===== src/rtl/rational_add_div_reduce_macros.svh =====
// Assertion helpers for the file that carries concurrent checks.
`ifndef RATIONAL_ADD_DIV_REDUCE_MACROS_SVH
`define RATIONAL_ADD_DIV_REDUCE_MACROS_SVH

// The consequent must hold in the same cycle as the antecedent.
`define RAD_ASSERT_SAME(label, clk, rst_n, ante, cons, msg) \
  label: assert property (@(posedge clk) disable iff (!rst_n) (ante) |-> (cons)) \
    else $error(msg);

// The consequent must hold in the cycle after the antecedent.
`define RAD_ASSERT_NEXT(label, clk, rst_n, ante, cons, msg) \
  label: assert property (@(posedge clk) disable iff (!rst_n) (ante) |=> (cons)) \
    else $error(msg);

`endif


===== src/rtl/rad_pkg.sv =====
`timescale 1ns / 1ps

package rad_pkg;

  // Default width of the input integers.
  localparam int unsigned WIDTH_DEF = 16;

  // Fixed widths of the result fields.
  localparam int unsigned NUM_W = 33;
  localparam int unsigned DEN_W = 31;

  // Depth of the queue between the front and the back.
  localparam int unsigned QUEUE_DEPTH = 2;

  // Operation codes.
  localparam logic [1:0] OP_ADD    = 2'd0;
  localparam logic [1:0] OP_DIV    = 2'd1;
  localparam logic [1:0] OP_REDUCE = 2'd2;

  typedef enum logic [1:0] {
    ST_OK       = 2'd0,
    ST_ZERO_DEN = 2'd1,
    ST_DIV_ZERO = 2'd2
  } rad_status_e;

  // Classification of one item: its status and the signs of the three products.
  typedef struct packed {
    rad_status_e status;
    logic        s0;
    logic        s1;
    logic        sd;
  } rad_cls_t;

endpackage


===== src/rtl/rad_queue.sv =====
`timescale 1ns / 1ps

module rad_queue #(
  parameter int unsigned DATA_W = 8,
  parameter int unsigned DEPTH  = rad_pkg::QUEUE_DEPTH
) (
  input  logic              clk_i,
  input  logic              rst_ni,
  input  logic              push_i,
  input  logic [DATA_W-1:0] wdata_i,
  output logic              full_o,
  input  logic              pop_i,
  output logic [DATA_W-1:0] rdata_o,
  output logic              empty_o
);

  localparam int unsigned PW = (DEPTH > 1) ? $clog2(DEPTH) : 1;
  localparam int unsigned CW = $clog2(DEPTH + 1);

  logic [DATA_W-1:0] mem_q [DEPTH];
  logic [PW-1:0]     wr_ptr_q, wr_ptr_d;
  logic [PW-1:0]     rd_ptr_q, rd_ptr_d;
  logic [CW-1:0]     count_q, count_d;
  logic              do_push, do_pop;

  assign full_o  = (count_q == CW'(DEPTH));
  assign empty_o = (count_q == '0);
  assign do_push = push_i && !full_o;
  assign do_pop  = pop_i && !empty_o;
  assign rdata_o = mem_q[rd_ptr_q];

  always_comb begin
    wr_ptr_d = wr_ptr_q;
    rd_ptr_d = rd_ptr_q;
    count_d  = count_q;
    if (do_push) begin
      wr_ptr_d = (wr_ptr_q == PW'(DEPTH - 1)) ? '0 : PW'(wr_ptr_q + 1'b1);
    end
    if (do_pop) begin
      rd_ptr_d = (rd_ptr_q == PW'(DEPTH - 1)) ? '0 : PW'(rd_ptr_q + 1'b1);
    end
    if (do_push && !do_pop) begin
      count_d = CW'(count_q + 1'b1);
    end else if (do_pop && !do_push) begin
      count_d = CW'(count_q - 1'b1);
    end
  end

  always_ff @(posedge clk_i or negedge rst_ni) begin
    if (!rst_ni) begin
      wr_ptr_q <= '0;
      rd_ptr_q <= '0;
      count_q  <= '0;
    end else begin
      wr_ptr_q <= wr_ptr_d;
      rd_ptr_q <= rd_ptr_d;
      count_q  <= count_d;
    end
  end

  always_ff @(posedge clk_i) begin
    if (do_push) begin
      mem_q[wr_ptr_q] <= wdata_i;
    end
  end

endmodule


===== src/rtl/rad_front.sv =====
`timescale 1ns / 1ps

module rad_front #(
  parameter int unsigned WIDTH = rad_pkg::WIDTH_DEF
) (
  input  logic                          clk_i,
  input  logic                          rst_ni,
  input  logic                          push_i,
  output logic                          full_o,
  input  logic [1:0]                    opcode_i,
  input  logic signed [WIDTH-1:0]       a_num_i,
  input  logic signed [WIDTH-1:0]       a_den_i,
  input  logic signed [WIDTH-1:0]       b_num_i,
  input  logic signed [WIDTH-1:0]       b_den_i,
  output logic                          q_push_o,
  input  logic                          q_full_i,
  output rad_pkg::rad_cls_t             q_cls_o,
  output logic [6*(WIDTH+1)-1:0]        q_mag_o
);

  localparam int unsigned MAGW = WIDTH + 1;

  function automatic logic [MAGW-1:0] mag_of(input logic signed [WIDTH-1:0] v);
    logic signed [MAGW-1:0] ext;
    logic signed [MAGW-1:0] neg;
    ext = MAGW'(v);
    neg = -ext;
    return v[WIDTH-1] ? $unsigned(neg) : $unsigned(ext);
  endfunction

  logic                valid_q, valid_d;
  logic                accept;
  rad_pkg::rad_cls_t   cls_d, cls_q;
  logic [6*MAGW-1:0]   mag_d, mag_q;
  logic [MAGW-1:0]     an, ad, bn, bd, one;
  logic                an_s, ad_s, bn_s, bd_s;
  logic                ad_z, bn_z, bd_z;

  assign full_o   = valid_q && q_full_i;
  assign accept   = push_i && !full_o;
  assign q_push_o = valid_q;
  assign q_cls_o  = cls_q;
  assign q_mag_o  = mag_q;

  assign an   = mag_of(a_num_i);
  assign ad   = mag_of(a_den_i);
  assign bn   = mag_of(b_num_i);
  assign bd   = mag_of(b_den_i);
  assign an_s = a_num_i[WIDTH-1];
  assign ad_s = a_den_i[WIDTH-1];
  assign bn_s = b_num_i[WIDTH-1];
  assign bd_s = b_den_i[WIDTH-1];
  assign ad_z = (a_den_i == '0);
  assign bn_z = (b_num_i == '0);
  assign bd_z = (b_den_i == '0);
  assign one  = MAGW'(1);

  // The numerator is term 0 plus term 1, the denominator is term d; each is
  // a product of two magnitudes with the sign carried alongside.
  always_comb begin
    cls_d.status = rad_pkg::ST_OK;
    cls_d.s0     = an_s;
    cls_d.s1     = 1'b0;
    cls_d.sd     = ad_s;
    mag_d        = {an, one, {MAGW{1'b0}}, {MAGW{1'b0}}, ad, one};
    unique case (opcode_i)
      rad_pkg::OP_ADD: begin
        cls_d.s0 = an_s ^ bd_s;
        cls_d.s1 = bn_s ^ ad_s;
        cls_d.sd = ad_s ^ bd_s;
        mag_d    = {an, bd, bn, ad, ad, bd};
        if (ad_z || bd_z) begin
          cls_d.status = rad_pkg::ST_ZERO_DEN;
        end
      end
      rad_pkg::OP_DIV: begin
        cls_d.s0 = an_s ^ bd_s;
        cls_d.sd = ad_s ^ bn_s;
        mag_d    = {an, bd, {MAGW{1'b0}}, {MAGW{1'b0}}, ad, bn};
        if (ad_z || bd_z) begin
          cls_d.status = rad_pkg::ST_ZERO_DEN;
        end else if (bn_z) begin
          cls_d.status = rad_pkg::ST_DIV_ZERO;
        end
      end
      default: begin
        // Reduce, and the unused code that behaves like it.
        if (ad_z) begin
          cls_d.status = rad_pkg::ST_ZERO_DEN;
        end
      end
    endcase
  end

  always_comb begin
    valid_d = valid_q;
    if (accept) begin
      valid_d = 1'b1;
    end else if (valid_q && !q_full_i) begin
      valid_d = 1'b0;
    end
  end

  always_ff @(posedge clk_i or negedge rst_ni) begin
    if (!rst_ni) begin
      valid_q <= 1'b0;
    end else begin
      valid_q <= valid_d;
    end
  end

  always_ff @(posedge clk_i) begin
    if (accept) begin
      cls_q <= cls_d;
      mag_q <= mag_d;
    end
  end

endmodule


===== src/rtl/rad_gcd.sv =====
`timescale 1ns / 1ps

module rad_gcd #(
  parameter int unsigned MW = 34
) (
  input  logic          clk_i,
  input  logic          rst_ni,
  input  logic          start_i,
  input  logic [MW-1:0] a_i,
  input  logic [MW-1:0] b_i,
  output logic          done_o,
  output logic [MW-1:0] g_o
);

  // Binary GCD: one halving or one subtract-and-halve per cycle. Both operands
  // are nonzero, so the common power of two stays below MW.
  localparam int unsigned KW = $clog2(MW);

  logic          busy_q;
  logic          done_q;
  logic [MW-1:0] a_q, b_q, g_q;
  logic [KW-1:0] k_q;
  logic [MW-1:0] a_minus_b, b_minus_a;
  logic          a_gt_b;

  assign a_minus_b = a_q - b_q;
  assign b_minus_a = b_q - a_q;
  assign a_gt_b    = (a_q > b_q);
  assign done_o    = done_q;
  assign g_o       = g_q;

  always_ff @(posedge clk_i or negedge rst_ni) begin
    if (!rst_ni) begin
      busy_q <= 1'b0;
      done_q <= 1'b0;
    end else begin
      done_q <= 1'b0;
      if (start_i) begin
        busy_q <= 1'b1;
      end else if (busy_q && (a_q == b_q)) begin
        busy_q <= 1'b0;
        done_q <= 1'b1;
      end
    end
  end

  always_ff @(posedge clk_i) begin
    if (start_i) begin
      a_q <= a_i;
      b_q <= b_i;
      k_q <= '0;
    end else if (busy_q) begin
      if (a_q == b_q) begin
        g_q <= a_q << k_q;
      end else begin
        case ({a_q[0], b_q[0]})
          2'b00: begin
            a_q <= a_q >> 1;
            b_q <= b_q >> 1;
            k_q <= k_q + 1'b1;
          end
          2'b01: a_q <= a_q >> 1;
          2'b10: b_q <= b_q >> 1;
          default: begin
            if (a_gt_b) begin
              a_q <= a_minus_b >> 1;
            end else begin
              b_q <= b_minus_a >> 1;
            end
          end
        endcase
      end
    end
  end

endmodule


===== src/rtl/rad_div.sv =====
`timescale 1ns / 1ps

module rad_div #(
  parameter int unsigned MW = 34
) (
  input  logic          clk_i,
  input  logic          rst_ni,
  input  logic          start_i,
  input  logic [MW-1:0] n_i,
  input  logic [MW-1:0] d_i,
  output logic          done_o,
  output logic [MW-1:0] q_o
);

  // Restoring division, one quotient bit per cycle.
  localparam int unsigned CW = $clog2(MW + 1);

  logic          busy_q;
  logic          done_q;
  logic [CW-1:0] cnt_q;
  logic [MW-1:0] quo_q, rem_q, d_q;
  logic [MW:0]   rem_sh, rem_diff;
  logic          ge;

  assign rem_sh   = {rem_q, quo_q[MW-1]};
  assign ge       = (rem_sh >= {1'b0, d_q});
  assign rem_diff = rem_sh - {1'b0, d_q};
  assign done_o   = done_q;
  assign q_o      = quo_q;

  always_ff @(posedge clk_i or negedge rst_ni) begin
    if (!rst_ni) begin
      busy_q <= 1'b0;
      done_q <= 1'b0;
      cnt_q  <= '0;
    end else begin
      done_q <= 1'b0;
      if (start_i) begin
        busy_q <= 1'b1;
        cnt_q  <= CW'(MW);
      end else if (busy_q) begin
        cnt_q <= cnt_q - 1'b1;
        if (cnt_q == CW'(1)) begin
          busy_q <= 1'b0;
          done_q <= 1'b1;
        end
      end
    end
  end

  always_ff @(posedge clk_i) begin
    if (start_i) begin
      quo_q <= n_i;
      rem_q <= '0;
      d_q   <= d_i;
    end else if (busy_q) begin
      quo_q <= {quo_q[MW-2:0], ge};
      rem_q <= ge ? rem_diff[MW-1:0] : rem_sh[MW-1:0];
    end
  end

endmodule


===== src/rtl/rad_back.sv =====
`timescale 1ns / 1ps

module rad_back #(
  parameter int unsigned WIDTH = rad_pkg::WIDTH_DEF
) (
  input  logic                              clk_i,
  input  logic                              rst_ni,
  input  logic                              q_empty_i,
  output logic                              q_pop_o,
  input  rad_pkg::rad_cls_t                 q_cls_i,
  input  logic [6*(WIDTH+1)-1:0]            q_mag_i,
  output logic                              empty_o,
  input  logic                              pop_i,
  output logic signed [rad_pkg::NUM_W-1:0]  res_num_o,
  output logic [rad_pkg::DEN_W-1:0]         res_den_o,
  output logic [1:0]                        status_o
);

  localparam int unsigned MAGW = WIDTH + 1;
  localparam int unsigned MW   = 2 * MAGW;
  localparam int unsigned XW   = (MW > rad_pkg::NUM_W) ? MW : rad_pkg::NUM_W;
  localparam int unsigned YW   = (MW > rad_pkg::DEN_W) ? MW : rad_pkg::DEN_W;

  localparam logic [2:0] S_IDLE = 3'd0;
  localparam logic [2:0] S_MUL  = 3'd1;
  localparam logic [2:0] S_SUM  = 3'd2;
  localparam logic [2:0] S_GCD  = 3'd3;
  localparam logic [2:0] S_DIV  = 3'd4;
  localparam logic [2:0] S_OUT  = 3'd5;

  logic [2:0]                 state_q, state_d;
  logic                       out_valid_q, out_valid_d;
  rad_pkg::rad_cls_t          cls_q;
  logic [MAGW-1:0]            m0a_q, m0b_q, m1a_q, m1b_q, mda_q, mdb_q;
  logic [MW-1:0]              p0_q, p1_q, pd_q;
  logic [MW-1:0]              num_q;
  logic                       neg_q;
  logic                       zero_q;
  logic [MW-1:0]              sum_mag;
  logic                       sum_neg;
  logic                       gcd_start, gcd_done;
  logic [MW-1:0]              gcd_g;
  logic                       div_n_done, div_d_done;
  logic [MW-1:0]              quo_num, quo_den;
  logic                       load_out;
  logic [XW-1:0]              num_ext, num_neg;
  logic [YW-1:0]              den_ext;
  logic [rad_pkg::NUM_W-1:0]  rnum_q;
  logic [rad_pkg::DEN_W-1:0]  rden_q;
  rad_pkg::rad_status_e       rstat_q;

  // Signed-magnitude sum of the two numerator terms.
  always_comb begin
    if (cls_q.s0 == cls_q.s1) begin
      sum_mag = p0_q + p1_q;
      sum_neg = cls_q.s0;
    end else if (p0_q >= p1_q) begin
      sum_mag = p0_q - p1_q;
      sum_neg = cls_q.s0;
    end else begin
      sum_mag = p1_q - p0_q;
      sum_neg = cls_q.s1;
    end
  end

  assign q_pop_o   = (state_q == S_IDLE) && !q_empty_i;
  assign gcd_start = (state_q == S_SUM) && (sum_mag != '0);
  assign load_out  = (state_q == S_OUT) && (!out_valid_q || pop_i);

  rad_gcd #(
    .MW (MW)
  ) u_gcd (
    .clk_i   (clk_i),
    .rst_ni  (rst_ni),
    .start_i (gcd_start),
    .a_i     (sum_mag),
    .b_i     (pd_q),
    .done_o  (gcd_done),
    .g_o     (gcd_g)
  );

  rad_div #(
    .MW (MW)
  ) u_div_num (
    .clk_i   (clk_i),
    .rst_ni  (rst_ni),
    .start_i (gcd_done),
    .n_i     (num_q),
    .d_i     (gcd_g),
    .done_o  (div_n_done),
    .q_o     (quo_num)
  );

  rad_div #(
    .MW (MW)
  ) u_div_den (
    .clk_i   (clk_i),
    .rst_ni  (rst_ni),
    .start_i (gcd_done),
    .n_i     (pd_q),
    .d_i     (gcd_g),
    .done_o  (div_d_done),
    .q_o     (quo_den)
  );

  always_comb begin
    state_d = state_q;
    unique case (state_q)
      S_IDLE: begin
        if (!q_empty_i) begin
          state_d = (q_cls_i.status != rad_pkg::ST_OK) ? S_OUT : S_MUL;
        end
      end
      S_MUL: state_d = S_SUM;
      S_SUM: state_d = (sum_mag == '0) ? S_OUT : S_GCD;
      S_GCD: begin
        if (gcd_done) begin
          state_d = S_DIV;
        end
      end
      S_DIV: begin
        if (div_n_done && div_d_done) begin
          state_d = S_OUT;
        end
      end
      S_OUT: begin
        if (load_out) begin
          state_d = S_IDLE;
        end
      end
      default: state_d = S_IDLE;
    endcase
  end

  always_comb begin
    out_valid_d = out_valid_q;
    if (load_out) begin
      out_valid_d = 1'b1;
    end else if (pop_i) begin
      out_valid_d = 1'b0;
    end
  end

  always_ff @(posedge clk_i or negedge rst_ni) begin
    if (!rst_ni) begin
      state_q     <= S_IDLE;
      out_valid_q <= 1'b0;
    end else begin
      state_q     <= state_d;
      out_valid_q <= out_valid_d;
    end
  end

  always_ff @(posedge clk_i) begin
    if (q_pop_o) begin
      cls_q  <= q_cls_i;
      zero_q <= (q_cls_i.status != rad_pkg::ST_OK);
      {m0a_q, m0b_q, m1a_q, m1b_q, mda_q, mdb_q} <= q_mag_i;
    end
    if (state_q == S_MUL) begin
      p0_q <= m0a_q * m0b_q;
      p1_q <= m1a_q * m1b_q;
      pd_q <= mda_q * mdb_q;
    end
    if (state_q == S_SUM) begin
      num_q  <= sum_mag;
      neg_q  <= sum_neg ^ cls_q.sd;
      zero_q <= (sum_mag == '0);
    end
  end

  assign num_ext = XW'(quo_num);
  assign num_neg = -num_ext;
  assign den_ext = YW'(quo_den);

  always_ff @(posedge clk_i) begin
    if (load_out) begin
      rstat_q <= cls_q.status;
      if (zero_q) begin
        rnum_q <= '0;
        rden_q <= rad_pkg::DEN_W'(1);
      end else begin
        rnum_q <= neg_q ? num_neg[rad_pkg::NUM_W-1:0] : num_ext[rad_pkg::NUM_W-1:0];
        rden_q <= den_ext[rad_pkg::DEN_W-1:0];
      end
    end
  end

  assign empty_o   = !out_valid_q;
  assign res_num_o = $signed(rnum_q);
  assign res_den_o = rden_q;
  assign status_o  = rstat_q;

endmodule


===== src/rtl/rational_add_div_reduce.sv =====
// Rational arithmetic unit with GCD reduction.
// Input channel: an item (opcode, a_num/a_den, b_num/b_den) is taken on a
// rising edge with push_i high and full_o low. Opcode add forms a+b, divide
// forms a/b, and reduce (or the unused code) normalizes a alone.
// Result channel: while empty_o is low the oldest result sits on res_num_o,
// res_den_o and status_o; it is taken on an edge with pop_i high. Every result
// is in lowest terms with a positive denominator. A zero denominator input
// gives 0/1 with status 1, division by a zero fraction gives 0/1 with status 2.
// The binary GCD loop and the two bit-serial dividers, which run side by
// side, set how long an ordinary item takes from acceptance to result; an
// error item goes from the queue straight to the output register, and a
// zero sum skips the GCD and the dividers. Items are worked one at a time,
// so the back takes no new item until the last one's result is loaded.
// The front register and a two-item queue take new items while the
// back works, and a finished result waits in the output register while the
// next item is worked on. A stalled receiver holds the result; the back then
// waits with its next result and the queue fills until full_o rises.
// Reset clears all control state: both channels come up empty and not full.
`timescale 1ns / 1ps
`include "rational_add_div_reduce_macros.svh"

module rational_add_div_reduce #(
  parameter int unsigned WIDTH = rad_pkg::WIDTH_DEF
) (
  input  logic                              clk_i,
  input  logic                              rst_ni,
  input  logic                              push_i,
  output logic                              full_o,
  input  logic [1:0]                        opcode_i,
  input  logic signed [WIDTH-1:0]           a_num_i,
  input  logic signed [WIDTH-1:0]           a_den_i,
  input  logic signed [WIDTH-1:0]           b_num_i,
  input  logic signed [WIDTH-1:0]           b_den_i,
  output logic                              empty_o,
  input  logic                              pop_i,
  output logic signed [rad_pkg::NUM_W-1:0]  res_num_o,
  output logic [rad_pkg::DEN_W-1:0]         res_den_o,
  output logic [1:0]                        status_o
);

  // Each queued item carries its classification and six operand magnitudes.
  localparam int unsigned MAG_BITS = 6 * (WIDTH + 1);
  localparam int unsigned ENTRY_W  = $bits(rad_pkg::rad_cls_t) + MAG_BITS;

  logic                  q_push, q_full, q_pop, q_empty;
  rad_pkg::rad_cls_t     front_cls, back_cls;
  logic [MAG_BITS-1:0]   front_mag, back_mag;
  logic [ENTRY_W-1:0]    q_rdata;
  logic                  err_res, res_zero_one;

  // The front registers the item and works out its status and the operands
  // of the three products.
  rad_front #(
    .WIDTH (WIDTH)
  ) u_front (
    .clk_i    (clk_i),
    .rst_ni   (rst_ni),
    .push_i   (push_i),
    .full_o   (full_o),
    .opcode_i (opcode_i),
    .a_num_i  (a_num_i),
    .a_den_i  (a_den_i),
    .b_num_i  (b_num_i),
    .b_den_i  (b_den_i),
    .q_push_o (q_push),
    .q_full_i (q_full),
    .q_cls_o  (front_cls),
    .q_mag_o  (front_mag)
  );

  rad_queue #(
    .DATA_W (ENTRY_W),
    .DEPTH  (rad_pkg::QUEUE_DEPTH)
  ) u_queue (
    .clk_i   (clk_i),
    .rst_ni  (rst_ni),
    .push_i  (q_push),
    .wdata_i ({front_cls, front_mag}),
    .full_o  (q_full),
    .pop_i   (q_pop),
    .rdata_o (q_rdata),
    .empty_o (q_empty)
  );

  assign {back_cls, back_mag} = q_rdata;

  // The back multiplies, sums, reduces by the GCD and holds the result.
  rad_back #(
    .WIDTH (WIDTH)
  ) u_back (
    .clk_i     (clk_i),
    .rst_ni    (rst_ni),
    .q_empty_i (q_empty),
    .q_pop_o   (q_pop),
    .q_cls_i   (back_cls),
    .q_mag_i   (back_mag),
    .empty_o   (empty_o),
    .pop_i     (pop_i),
    .res_num_o (res_num_o),
    .res_den_o (res_den_o),
    .status_o  (status_o)
  );

  assign err_res      = !empty_o && (status_o != rad_pkg::ST_OK);
  assign res_zero_one = (res_num_o == '0) && (res_den_o == rad_pkg::DEN_W'(1));

  // An error result is always zero over one.
  `RAD_ASSERT_SAME(a_err_zero_one, clk_i, rst_ni, err_res, res_zero_one, "error result is not 0/1")
  // The back never takes an item from an empty queue.
  `RAD_ASSERT_SAME(a_no_underflow, clk_i, rst_ni, q_pop, !q_empty, "pop from empty queue")
  // An item handed to the queue is waiting there in the next cycle.
  `RAD_ASSERT_NEXT(a_push_lands, clk_i, rst_ni, q_push && !q_full, !q_empty, "queued item was lost")

endmodule


===== config.mk =====
export PLATFORM = sky130hd
export DESIGN_NAME = rational_add_div_reduce
export DESIGN_NICKNAME = d
export VERILOG_FILES = /design/src/rtl/rad_pkg.sv /design/src/rtl/rad_queue.sv /design/src/rtl/rad_front.sv /design/src/rtl/rad_gcd.sv /design/src/rtl/rad_div.sv /design/src/rtl/rad_back.sv /design/src/rtl/rational_add_div_reduce.sv
export VERILOG_INCLUDE_DIRS = /design/src /design/src/rtl
export SDC_FILE = /design/constraint.sdc
export NUM_CORES = 2
export LEC_CHECK = 0
export BUFFER_PORTS_ARGS = -buffer_cell sky130_fd_sc_hd__buf_2
export CAP_MARGIN = 20
export CORE_MARGIN = 3
export CORE_UTILIZATION = 35
export CTS_CLUSTER_DIAMETER = 50
export DETAILED_ROUTE_END_ITERATION = 6
export HOLD_SLACK_MARGIN = 0.03
export MAX_ROUTING_LAYER = met4
export SLEW_MARGIN = 40
export SYNTH_ARGS = -nofsm -noshare
export SYNTH_HDL_FRONTEND = slang
export SYNTH_SLANG_ARGS = --single-unit

===== constraint.sdc =====
create_clock -name clk_i -period 8.6 [get_ports clk_i]
set_input_delay 0 -clock clk_i [delete_from_list [all_inputs] [get_ports clk_i]]
set_output_delay 0 -clock clk_i [all_outputs]
set_load 0.01 [all_outputs]

==> metrics.yaml <==
grt_pass1_wl_mm: 328
critPathBufInv: 3
clock_path_buffers: 3
slew_violations: 0
status: "complete, no violations"
fp.dieW_um: 478
first_global_vias: 56088
routed_wl_mm: 208
synth_common_cells: "inv_1, edfxtp_1, nand2_1"
grt_max_degree: 70
rsz0062_at_grt: "no"
worst_ep_arrival_time_ps: 7930
num_rows: 172
crit_top_cell: "fa_1"
synthTopCellsByArea: "edfxtp_1, fa_1, ha_1, inv_1, nand2_1"
cp_max_fo: 17
io_pins: 138
drtIter0Drc: 3913
cp_slowest_cell: "edfxtp_1"
ys_ff_latch: 937
hold_buffers: 140
dp.cells: 10449
ant_nets: 0
area_delta_synth_final_pct: 11.8
grt_use_total_pct: 18.6
final_cells: 10814
die_area_um2: 229000
tightest_slew_ps: 930
htreeDepth: 3
yosys_warnings: 0
ctsResizeCount: 0
slew_headroom_pct: 38.0
gp_congestion: 0.935
yosys.cell_count.top_type: "inv_1"
post-route-period-util_pct: 86.4
max_freq_ghz: 0.135
cpLargestDelayFamily: "adder cells"
setup_viol: 0
post_cts_buffers: 0
cp-end-kind: "flop"
core_area_um2: 221000
path_clk_slew_ps: 60
cp_cell_sequence: "nand2_1 > fa_1 > fa_1 > fa_1 > inv_1 > fa_1 > fa_1 > inv_1 > fa_1 > inv_1 > ha_1 > a21o_1 > a21o_1 > a21oi_1 > o21ai_0 > a221o_1 > nand2_1 > o211a_1 > a211oi_1 > a2111oi_0 > o21bai_1 > a21oi_1 > xnor2_1"
clkLatencyLatePin_ps: 750
post-place-ws_ps: 1170
drt-pass1-iter-count: 7
drive_above_1_share_pct: 9.11
route.detailed.drc: 0
initial_core_util_pct: 35.4
final_nets: 9077
yosysSeqAreaShare_pct: 34.9
hold_path_class: "in -> reg"
fin_crit_ps: 7430
critPathMaxStageDelay_ps: 830
antenna_found_initial: 1
wl_per_cell_um: 19.2
synth_top_area_cell: "edfxtp_1"
hold_viol: 0
routed_via_density: 5.07
postSynthAreaPerCell_um2: 10.3
async_flop_share_pct: 2.88
hpwl_mm: 158
cts_sinks: 937
layout_setup_ws_ps: 1170
synth_top_area_share_pct: 32.1
cts_tree: "yes"
vias: 54783
die_height_um: 478
critical_path_class: "reg -> reg"
synth-edff-count: 836
fin_skew_ps: 37.4
numCtsBuffers: 111
clock-root-buffer: "clkbuf_16"
crit_path_start_kind: "flop"
synth_cell_type_count: 93
synthCells: 7609
tns_ps: 0
final_util_pct: 39.6
io_buffer_count: 137
grt_overflow_total: 0
drv_cap: 0
synth_top_flop_cell: "edfxtp_1"
critPathRequiredTime_ps: 9100
syn-cell-area_um2: 78100
==> routing by layer <==
| layer | wire length [um] | vias to the layer above | track usage [%] |
|---|---|---|---|
| met5 | 0 | - | - |
| met4 | 5490 | 0 | 5.01 |
| met3 | 10600 | 265 | 2.63 |
| met2 | 95800 | 1456 | 29.1 |
| met1 | 95900 | 27284 | 25.2 |
| li1 | - | 25778 | - |
==> metrics by stage <==
step                      instance area, um2  hold WS, ps
after floorplan                        78100         -296
after global placement                 81800          128
after detailed placement               81900          144
after CTS                              87200          112
after global routing                   87300          143
final                                  87300          162
==> worst paths after layout <==
check / startpoint / endpoint / slack, ps / cells after the start
worst max-delay path: u_back.m0b_q[2] / u_back.p0_q[33] / 1170 / 23
worst min-delay path: a_num_i[14] / u_front.q_mag_o[99] / 160 / 3
worst max register to register: u_back.m0b_q[2] / u_back.p0_q[33] / 1170 / 23
worst min register to register: u_back.u_gcd.g_o[22] / u_back.u_div_num.d_q[22] / 410 / 0
max in group asynchronous: rst_ni / u_queue.rd_ptr_q / 7890 / 4
min in group asynchronous: rst_ni / u_back.u_div_num.cnt_q[5] / 470 / 4
==> state kept, by name, indices dropped and copies added, names as in the netlist, 31 cells and up <==
| name | flops |
|---|---|
| u_back.u_gcd.b_q | 34 |
| u_back.p0_q | 34 |
| u_back.u_div_num.d_q | 34 |
| u_back.u_div_den.q_o | 34 |
| u_back.u_gcd.g_o | 34 |
| u_back.u_div_num.q_o | 34 |
| u_back.num_q | 34 |
| u_back.u_div_num.rem_q | 34 |
| u_back.u_div_den.rem_q | 34 |
| u_back.res_den_o | 31 |
| u_back.u_gcd.a_q | 34 |
| u_back.p1_q | 34 |
| u_front.q_mag_o | 102 |
| u_back.res_num_o | 33 |
| u_queue.mem_q | 214 |
| u_back.pd_q | 34 |
==> placed cells by master, fill, tap and decap left out, drive strengths merged, types with 192 or more instances in the layout <==
| cell type | netlist | final |
|---|---|---|
| inv | 1097 | 1123 |
| edfxtp | 836 | 836 |
| nand2 | 820 | 820 |
| fa | 679 | 679 |
| ha | 571 | 571 |
| and2 | 413 | 413 |
| nor2 | 402 | 402 |
| a21oi | 325 | 325 |
| o21ai | 265 | 265 |
| mux2 | 244 | 244 |
| buf | 40 | 216 |
| xnor2 | 192 | 192 |
==> tightest hold or removal path, delay by kind of cell <==
kind                      cells  cell delay [ps]
buffers and inverters         2              660
xor gates and xnor gates      1              120
==> final cells by class <==
class / instances / area, um2
fillers: 21454 / 133000
multi-input cells: 5254 / 45600
flip-flops and latches: 937 / 27300
inverters: 1098 / 4130
well taps: 2958 / 3700
clock buffers: 126 / 2860
repair buffers: 355 / 2830
clock inverters: 82 / 950
diodes: 4 / 10.0
==> kinds of logic (layout without fill, tap and decap cells) <==
family	count (synthesis)	in the layout	share of synthesized area, %
other	1	10	0.00480
adder cells (fa/ha/maj)	1250	1250	26.5
AND/OR/NAND/NOR	2192	2192	13.6
flip-flops	937	937	34.9
XOR/XNOR	315	315	3.53
buffers and inverters	1423	1661	6.95
multiplexers	337	337	5.02
AO/OA/AOI/OAI	1154	1154	9.49
Power is left out: the tool's default activity adds up to more than one toggle a clock period on the data nets, which glitch-free logic cannot reach.
